--- src/rtl/tlprq_pkg.sv ---
// ----------------------------------------------------------------------------
// tlprq_pkg
// shared types, sizes and codes of the two-level priority run queue
// ----------------------------------------------------------------------------
package tlprq_pkg;

  localparam int QUEUE_DEPTH = 32;
  localparam int ID_BITS     = 16;

  localparam int IDX_W = (QUEUE_DEPTH > 1) ? $clog2(QUEUE_DEPTH) : 1;
  localparam int CNT_W = $clog2(QUEUE_DEPTH + 1);

  localparam int TASK_W    = 16;
  localparam int IN_DATA_W  = 24;
  localparam int OUT_DATA_W = 24;

  typedef enum logic [1:0] {
    OP_ENQUEUE = 2'd0,
    OP_DEQUEUE = 2'd1,
    OP_REMOVE  = 2'd2,
    OP_NONE    = 2'd3
  } op_t;

  typedef enum logic [1:0] {
    ST_OK        = 2'd0,
    ST_EMPTY     = 2'd1,
    ST_FULL      = 2'd2,
    ST_NOT_FOUND = 2'd3
  } status_t;

  // queue select: 1 is the high priority queue
  typedef struct packed {
    logic                 we;
    logic                 wq;
    logic [IDX_W-1:0]     widx;
    logic [ID_BITS-1:0]   wdata;
    logic                 rq;
    logic [IDX_W-1:0]     ridx;
  } mem_req_t;

  // slot of a ring buffer: base plus offset, folded once into the depth
  function automatic logic [IDX_W-1:0] wrap_idx(input logic [IDX_W-1:0] base,
                                                 input logic [CNT_W-1:0] off);
    logic [IDX_W:0] sum;
    sum = (IDX_W+1)'(base) + (IDX_W+1)'(off);
    if (sum >= (IDX_W+1)'(QUEUE_DEPTH)) begin
      sum = sum - (IDX_W+1)'(QUEUE_DEPTH);
    end
    return sum[IDX_W-1:0];
  endfunction

endpackage

--- src/rtl/tlprq_mem.sv ---
// ----------------------------------------------------------------------------
// tlprq_mem
// entry store of both queues, one write and one registered read per cycle
// ----------------------------------------------------------------------------
module tlprq_mem (
  input  logic                       clk,
  input  tlprq_pkg::mem_req_t        req,
  output logic [tlprq_pkg::ID_BITS-1:0] rd_data
);
  import tlprq_pkg::*;

  logic [ID_BITS-1:0] mem_r [2][QUEUE_DEPTH];
  logic [ID_BITS-1:0] rd_data_r;

  always_ff @(posedge clk) begin
    if (req.we) begin
      mem_r[req.wq][req.widx] <= req.wdata;
    end
  end

  always_ff @(posedge clk) begin
    rd_data_r <= mem_r[req.rq][req.ridx];
  end

  assign rd_data = rd_data_r;

endmodule

--- src/rtl/two_level_priority_run_queue.sv ---
// ----------------------------------------------------------------------------
// two_level_priority_run_queue
// high and low priority task queues with enqueue, dequeue and remove by id
// ----------------------------------------------------------------------------
// Each queue is a ring buffer of QUEUE_DEPTH task ids in one shared entry
// store that takes one write and one registered read per cycle. The block
// handles one command at a time and drops in_tready until the result is
// formed. An enqueue writes its slot in S_EXEC unless the queue is full; a
// dequeue reads the head slot in S_EXEC and takes the data in S_POP. A
// remove walks the high queue and then the low one, reading and comparing
// one entry at a time; on a match each entry behind it moves up one slot.
// The store port, one entry read or moved per visit, sets the remove time.
// in_tready comes back the cycle after the result is loaded. The result
// waits in its own register, so the next command is taken while the last
// result is pending.
// The store is not cleared at reset; only entries below a queue's count are
// ever read back.
// ----------------------------------------------------------------------------
module two_level_priority_run_queue (
  input  logic                               clk,
  input  logic                               rst_n,
  // command channel
  input  logic                               in_tvalid,
  output logic                               in_tready,
  input  logic [tlprq_pkg::IN_DATA_W-1:0]    in_tdata,   // task_id, is_high, to_front, zero fill
  input  logic [1:0]                         in_tuser,   // operation
  // result channel
  output logic                               out_tvalid,
  input  logic                               out_tready,
  output logic [tlprq_pkg::OUT_DATA_W-1:0]   out_tdata,  // out_task_id, from_high, zero fill
  output logic [1:0]                         out_tuser   // status
);
  import tlprq_pkg::*;

  // sequencer states
  typedef enum logic [8:0] {
    S_IDLE     = 9'b000000001,
    S_EXEC     = 9'b000000010,
    S_POP      = 9'b000000100,
    S_SRCH_RD  = 9'b000001000,
    S_SRCH_CMP = 9'b000010000,
    S_SH_RD    = 9'b000100000,
    S_SH_WR    = 9'b001000000,
    S_DONE     = 9'b010000000,
    S_SPARE    = 9'b100000000
  } state_t;

  state_t state_r, state_nxt;

  // captured command
  op_t                op_r;
  logic [ID_BITS-1:0] id_r;
  logic               is_high_r;
  logic               to_front_r;
  logic [31:0]        id_ext;

  // queue bookkeeping, index 1 is the high queue
  logic [IDX_W-1:0] head_r   [2];
  logic [IDX_W-1:0] head_nxt [2];
  logic [CNT_W-1:0] cnt_r    [2];
  logic [CNT_W-1:0] cnt_nxt  [2];

  // walk state of remove
  logic             q_r, q_nxt;
  logic [CNT_W-1:0] i_r, i_nxt;

  // result being formed
  status_t           res_status_r, res_status_nxt;
  logic [TASK_W-1:0] res_id_r, res_id_nxt;
  logic              res_high_r, res_high_nxt;

  // output register
  logic              out_valid_r, out_valid_nxt;
  status_t           out_status_r;
  logic [TASK_W-1:0] out_id_r;
  logic              out_high_r;
  logic              out_load;

  // shared slot adder and store port
  logic               cur_q;
  logic [CNT_W-1:0]   off;
  logic [IDX_W-1:0]   phys;
  logic [IDX_W-1:0]   head_dec;
  logic [IDX_W-1:0]   head_inc;
  logic               cur_full;
  mem_req_t           mem_req;
  logic [ID_BITS-1:0] rd_data;
  logic [31:0]        rd_ext;
  logic               in_xfer;

  assign in_tready = (state_r == S_IDLE);
  assign in_xfer   = in_tvalid && in_tready;

  assign id_ext = 32'(in_tdata[TASK_W-1:0]);
  assign rd_ext = 32'(rd_data);

  tlprq_mem u_mem (
    .clk     (clk),
    .req     (mem_req),
    .rd_data (rd_data)
  );

  // command capture, payload only
  always_ff @(posedge clk) begin
    if (in_xfer) begin
      op_r       <= op_t'(in_tuser);
      id_r       <= id_ext[ID_BITS-1:0];
      is_high_r  <= in_tdata[TASK_W];
      to_front_r <= in_tdata[TASK_W+1];
    end
  end

  // queue picked by the command, walk queue otherwise
  always_comb begin
    cur_q = q_r;
    if (state_r == S_EXEC) begin
      case (op_r)
        OP_ENQUEUE: cur_q = is_high_r;
        OP_DEQUEUE: cur_q = (cnt_r[1] != '0);
        default:    cur_q = 1'b1;
      endcase
    end
  end

  // offset into the picked queue for the slot adder
  always_comb begin
    case (state_r)
      S_EXEC:    off = (op_r == OP_ENQUEUE) ? cnt_r[cur_q] : '0;
      S_SRCH_RD: off = i_r;
      S_SH_RD:   off = i_r + CNT_W'(1);
      S_SH_WR:   off = i_r;
      default:   off = '0;
    endcase
  end

  assign phys     = wrap_idx(head_r[cur_q], off);
  assign head_dec = (head_r[cur_q] == '0) ? IDX_W'(QUEUE_DEPTH - 1)
                                           : head_r[cur_q] - IDX_W'(1);
  assign head_inc = (head_r[cur_q] == IDX_W'(QUEUE_DEPTH - 1)) ? '0
                                           : head_r[cur_q] + IDX_W'(1);
  assign cur_full = (cnt_r[cur_q] == CNT_W'(QUEUE_DEPTH));

  assign out_load = (state_r == S_DONE) && (!out_valid_r || out_tready);

  // sequencer
  always_comb begin
    state_nxt      = state_r;
    head_nxt       = head_r;
    cnt_nxt        = cnt_r;
    q_nxt          = q_r;
    i_nxt          = i_r;
    res_status_nxt = res_status_r;
    res_id_nxt     = res_id_r;
    res_high_nxt   = res_high_r;

    mem_req.we    = 1'b0;
    mem_req.wq    = cur_q;
    mem_req.widx  = phys;
    mem_req.wdata = id_r;
    mem_req.rq    = cur_q;
    mem_req.ridx  = phys;

    case (state_r)
      S_IDLE: begin
        if (in_xfer) begin
          res_status_nxt = ST_OK;
          res_id_nxt     = '0;
          res_high_nxt   = 1'b0;
          state_nxt      = S_EXEC;
        end
      end

      S_EXEC: begin
        q_nxt = cur_q;
        i_nxt = '0;
        case (op_r)
          OP_ENQUEUE: begin
            state_nxt = S_DONE;
            if (cur_full) begin
              res_status_nxt = ST_FULL;
            end else begin
              mem_req.we = 1'b1;
              if (to_front_r) begin
                mem_req.widx   = head_dec;
                head_nxt[cur_q] = head_dec;
              end
              cnt_nxt[cur_q] = cnt_r[cur_q] + CNT_W'(1);
            end
          end
          OP_DEQUEUE: begin
            if (cnt_r[cur_q] == '0) begin
              res_status_nxt = ST_EMPTY;
              state_nxt      = S_DONE;
            end else begin
              // read issued at the head slot, data lands in S_POP
              head_nxt[cur_q] = head_inc;
              cnt_nxt[cur_q]  = cnt_r[cur_q] - CNT_W'(1);
              res_high_nxt    = cur_q;
              state_nxt       = S_POP;
            end
          end
          OP_REMOVE: state_nxt = S_SRCH_RD;
          default:   state_nxt = S_DONE;
        endcase
      end

      S_POP: begin
        res_id_nxt = rd_ext[TASK_W-1:0];
        state_nxt  = S_DONE;
      end

      S_SRCH_RD: begin
        if (i_r == cnt_r[q_r]) begin
          if (q_r) begin
            // high queue exhausted, go on with the low one
            q_nxt = 1'b0;
            i_nxt = '0;
          end else begin
            res_status_nxt = ST_NOT_FOUND;
            state_nxt      = S_DONE;
          end
        end else begin
          state_nxt = S_SRCH_CMP;
        end
      end

      S_SRCH_CMP: begin
        if (rd_data == id_r) begin
          res_high_nxt = q_r;
          state_nxt    = S_SH_RD;
        end else begin
          i_nxt     = i_r + CNT_W'(1);
          state_nxt = S_SRCH_RD;
        end
      end

      // close the gap: entry i+1 moves into slot i
      S_SH_RD: begin
        if (i_r + CNT_W'(1) == cnt_r[q_r]) begin
          cnt_nxt[q_r] = cnt_r[q_r] - CNT_W'(1);
          state_nxt    = S_DONE;
        end else begin
          state_nxt = S_SH_WR;
        end
      end

      S_SH_WR: begin
        mem_req.we    = 1'b1;
        mem_req.wdata = rd_data;
        i_nxt         = i_r + CNT_W'(1);
        state_nxt     = S_SH_RD;
      end

      S_DONE: begin
        if (out_load) begin
          state_nxt = S_IDLE;
        end
      end

      default: state_nxt = S_IDLE;
    endcase
  end

  // result register handshake
  always_comb begin
    out_valid_nxt = out_valid_r;
    if (out_load) begin
      out_valid_nxt = 1'b1;
    end else if (out_tready) begin
      out_valid_nxt = 1'b0;
    end
  end

  always_ff @(posedge clk) begin
    if (!rst_n) begin
      state_r     <= S_IDLE;
      head_r[0]   <= '0;
      head_r[1]   <= '0;
      cnt_r[0]    <= '0;
      cnt_r[1]    <= '0;
      q_r         <= 1'b0;
      i_r         <= '0;
      out_valid_r <= 1'b0;
    end else begin
      state_r     <= state_nxt;
      head_r      <= head_nxt;
      cnt_r       <= cnt_nxt;
      q_r         <= q_nxt;
      i_r         <= i_nxt;
      out_valid_r <= out_valid_nxt;
    end
  end

  always_ff @(posedge clk) begin
    res_status_r <= res_status_nxt;
    res_id_r     <= res_id_nxt;
    res_high_r   <= res_high_nxt;
    if (out_load) begin
      out_status_r <= res_status_r;
      out_id_r     <= res_id_r;
      out_high_r   <= res_high_r;
    end
  end

  assign out_tvalid = out_valid_r;
  assign out_tuser  = out_status_r;
  assign out_tdata  = {(OUT_DATA_W - TASK_W - 1)'(0), out_high_r, out_id_r};

endmodule

--- config.mk ---
export PLATFORM = sky130hd
export DESIGN_NAME = two_level_priority_run_queue
export DESIGN_NICKNAME = d
export VERILOG_FILES = /design/src/rtl/tlprq_pkg.sv /design/src/rtl/tlprq_mem.sv /design/src/rtl/two_level_priority_run_queue.sv
export SDC_FILE = /design/constraint.sdc
export NUM_CORES = 1
export LEC_CHECK = 0
export BUFFER_PORTS_ARGS = -buffer_cell sky130_fd_sc_hd__buf_2
export CORE_ASPECT_RATIO = 0.6
export CORE_UTILIZATION = 30
export CTS_CLUSTER_SIZE = 16
export DETAILED_ROUTE_END_ITERATION = 7
export GPL_TIMING_DRIVEN = 1
export PLACE_DENSITY_LB_ADDON = 0.2
export SLEW_MARGIN = 20
export SYNTH_ARGS = -nofsm -noshare
export SYNTH_HDL_FRONTEND = slang
export SYNTH_SLANG_ARGS = --single-unit
--- constraint.sdc ---
create_clock -name clk -period 15 [get_ports clk]
set_clock_uncertainty 0.05 [all_clocks]
set_input_delay 2.25 -clock clk [delete_from_list [all_inputs] [get_ports clk]]
set_output_delay 2.25 -clock clk [all_outputs]
set_load 0.01 [all_outputs]
==> results.yml <==
status:
  outcome: "complete, but fails checks"
  violations: "DRC"
finish:
  fin_cells: 4827
  areaGrowthSynthToFinish_pct: 14.3
  finalNetCount: 2763
  final_area_um2: 52200
  drive_above_1_share_pct: 21.4
synthesis:
  yosys.area_share.simple_pct: 5.94
  async_flop_share_pct: 0
  synth-edff-count: 1082
  synth_top_area_share_pct: 71.2
  synth.distinct_cells: 84
  synth_top_family_by_area: "multiplexers"
  synthTopCellsByArea: "edfxtp_1 71%, mux4_2 9.6%, dfxtp_1 2.4%, nand2_1 1.9%, mux2i_1 1.8%"
  synthesis.area_um2: 45600
  muxShareOfSynthArea_pct: 12.2
  synth_xor_area_share_pct: 0.877
  yosys_warnings: 0
  synth_area_per_cell_um2: 17.7
  ys_seq_elements: 1136
  synth-compound-area-share_pct: 5.47
  synthFlopType: "edfxtp_1"
  yosys.area.top_type: "edfxtp_1"
  seq_area_frac_synth_pct: 73.6
  synth_fa_ha_area_share_pct: 0.373
  syn-instance-count: 2583
timing:
  holdWs_ns: 0.368
  rsz0062_at_grt: "false"
  min_period_over_period_pct: 52.4
  fin_ws_ns: 7.14
  fmax_ghz: 0.127
  min_period_ns: 7.86
  worst_pin_slew_ns: 1.10
  slew_headroom_pct: 26.5
  setup_viol: 0
  slew_violations: 0
  hold_violations: 0
  fin_tns_setup_ns: 0
routing:
  wire_per_inst_um: 27.9
  ant_nets: 0
  vias: 25500
  firstDrtPassIters: 7
  drcViolationCount: 4
  vias_per_cell: 5.28
  initialDrtViolationCount: 3410
  finalWirelength_um: 135000
die:
  die_w_um: 506
  row_count: 110
  die_h_um: 304
  core-area_um2: 150000
  dieArea_um2: 154000
  ios: 58
  initial_core_util_pct: 30.3
clocking:
  cts_max_level: 3
  cts_resized: 0
  cts-hold-fix-buffers: 0
  cts_setup_buffers: 0
  root_buffer: "clkbuf_16"
  cts.sinks: 1136
  clock_path_buffers: 3
  clk_latency_ns: 0.73
  cts_buffers: 105
  tritoncts: "done"
  clkSlewWorstSetupHoldPaths_ns: 0.06
global_routing:
  grt_max_degree: 143
  grt_pass1_vias: 24900
  grtUsageTotal_pct: 17.3
  antenna_found_initial: 9
  gr-total-overflow: 0
  grt_pass1_wl_um: 190000
place:
  portBuffers: 44
  dp_hpwl_um: 83000
  placed_cell_area_um2: 48700
  gp_congestion: 0.851
  placedCellCount: 4628
  dpl_worst_slack_ns: 6.98
pwr:
  power_density_nw_per_um2: 125
  leakage_nw: 16.9
  vdd_ir_drop_max_mv: 0.0933
setup_path:
  critPathKind: "register to register"
  critPathLaunchType: "register"
  worstPathArrival_ns: 8.39
  crit_fanout: 48
  crit_path_end_kind: "register"
  cp.required_ns: 15.52
run:
  cap_violations: 0
hold_path:
  hp-class: "register to register"
flip-flops by register name (all words and copies together), names as in the netlist, 6 cells and up:
name and flops:
cnt_r 12, head_r 10, i_r 6, id_r 16, out_id_r 16, res_id_r 16, state_r 8, u_mem.mem_r 1024
u_mem.rd_data 16
layer usage:
layer	routed length [um]	global-route usage (%)	up-vias	part of all wire, %
met4	2490	3.63	0	1.8
met1	64900	27.3	13500	48
met2	54500	23.5	1089	40
met5	0	0	-	0
met3	12900	4.62	172	9.6
li1	-	-	10700	-
worst max-delay path, cell delays in order (launching register included):
cell     delay [ns]
dfxtp_1        0.36
or4_1          0.69
or3_1          0.52
o21ai_4        0.53
buf_4          0.75
mux2i_1        0.49
inv_1          0.19
ha_4           0.51
buf_4          0.71
buf_4          0.71
mux4_2         0.43
a22oi_1        0.46
a21oi_1        0.39
nor4_1         0.73
a21oi_1        0.11
logic make-up after synthesis:
| group | count (synthesis) |
|---|---|
| other | 1 |
| adders and majority gates | 13 |
| xor gates and xnor gates | 44 |
| buffers and inverters | 150 |
| AOI/OAI and AO/OA | 358 |
| DFF | 1136 |
| and+or+nand+nor | 575 |
| muxes | 306 |
layout by cell type, fill, tap and decap left out, types with 25 or more instances in the layout:
master,instances
a21oi_1,90
a22oi_1,44
a31oi_1,26
and2_1,29
and3_1,28
buf_2,44
buf_4,117
clkbuf_16,108
clkinv_2,25
dfxtp_1,54
edfxtp_1,1082
mux2_2,25
mux2i_1,83
mux4_2,195
nand2_1,209
nand3_1,50
nor2_1,124
o211ai_1,27
o21ai_0,30
report_power, final:
group	internal (W)	total [W]	leakage (nW)	switching (W)
combinational	0.0000974	0.000319	4.99	0.000222
clock	0.00149	0.00270	1.68	0.00121
sequential	0.00351	0.00352	10.2	0.0000129
total	0.00510	0.00654	16.9	0.00144
per-stage QoR:
stage	power [W]	util [%]
floorplan	0.00379	-
global placement	0.00390	32.4
detailed placement	0.00391	32.4
CTS	0.00660	34.7
global route	0.00673	34.7
finish	0.00654	34.7
Yosys cell counts, types with 6 or more instances:
| cell | instances |
|---|---|
| buf_1 | 8 |
| o21ai_0 | 30 |
| edfxtp_1 | 1082 |
| mux4_2 | 195 |
| inv_1 | 9 |
| nand2_1 | 225 |
| a221o_1 | 6 |
| nor2_1 | 128 |
| nand4b_1 | 6 |
| a21oi_1 | 93 |
| mux2_2 | 25 |
| xor2_1 | 23 |
| a22o_1 | 13 |
| and2_1 | 29 |
| xnor2_1 | 20 |
| a211oi_1 | 12 |
| o221ai_1 | 7 |
| a22oi_1 | 44 |
| dfxtp_1 | 54 |
| mux2i_1 | 83 |
| buf_2 | 10 |
| nor4_1 | 22 |
| and3_1 | 28 |
| a21o_1 | 7 |
| a31oi_1 | 26 |
| nand3_2 | 8 |
| ha_1 | 12 |
| o211ai_1 | 27 |
| a22oi_2 | 8 |
| nor3_1 | 25 |
| a221oi_1 | 10 |
| buf_6 | 7 |
| nand4_1 | 10 |
| nand3_1 | 50 |
| clkbuf_1 | 84 |
| or3_1 | 8 |
| buf_4 | 29 |
| a2111oi_0 | 6 |
| o22ai_1 | 23 |
| nand2b_1 | 7 |
final timing paths:
| kind | end | start | depth (start not counted) | slack, ns |
|---|---|---|---|---|
| hold reg to reg | out_id_r[3]$_DFFE_PP_ | res_id_r[3]$_SDFFCE_PN0P_ | 0 | 0.37 |
| setup reg to reg | u_mem.rd_data[7]$_DFF_P_ | state_r[0]$_SDFFE_PN1P_ | 14 | 7.14 |
| setup / recovery | u_mem.rd_data[7]$_DFF_P_ | state_r[0]$_SDFFE_PN1P_ | 14 | 7.14 |
| hold / removal | out_id_r[3]$_DFFE_PP_ | res_id_r[3]$_SDFFCE_PN0P_ | 0 | 0.37 |
layout make-up:
class | count | area (um2)
Sequential cell | 1136 | 33600
Clock buffer | 135 | 2870
Tap cell | 2016 | 2520
Antenna cell | 2 | 5.00
Multi-Input combinational cell | 1303 | 11500
Clock inverter | 61 | 529
Fill cell | 14100 | 98300
Inverter | 12 | 45.0
Timing Repair Buffer | 162 | 1120
No activity file was read; power rests on OpenSTA's default activity.
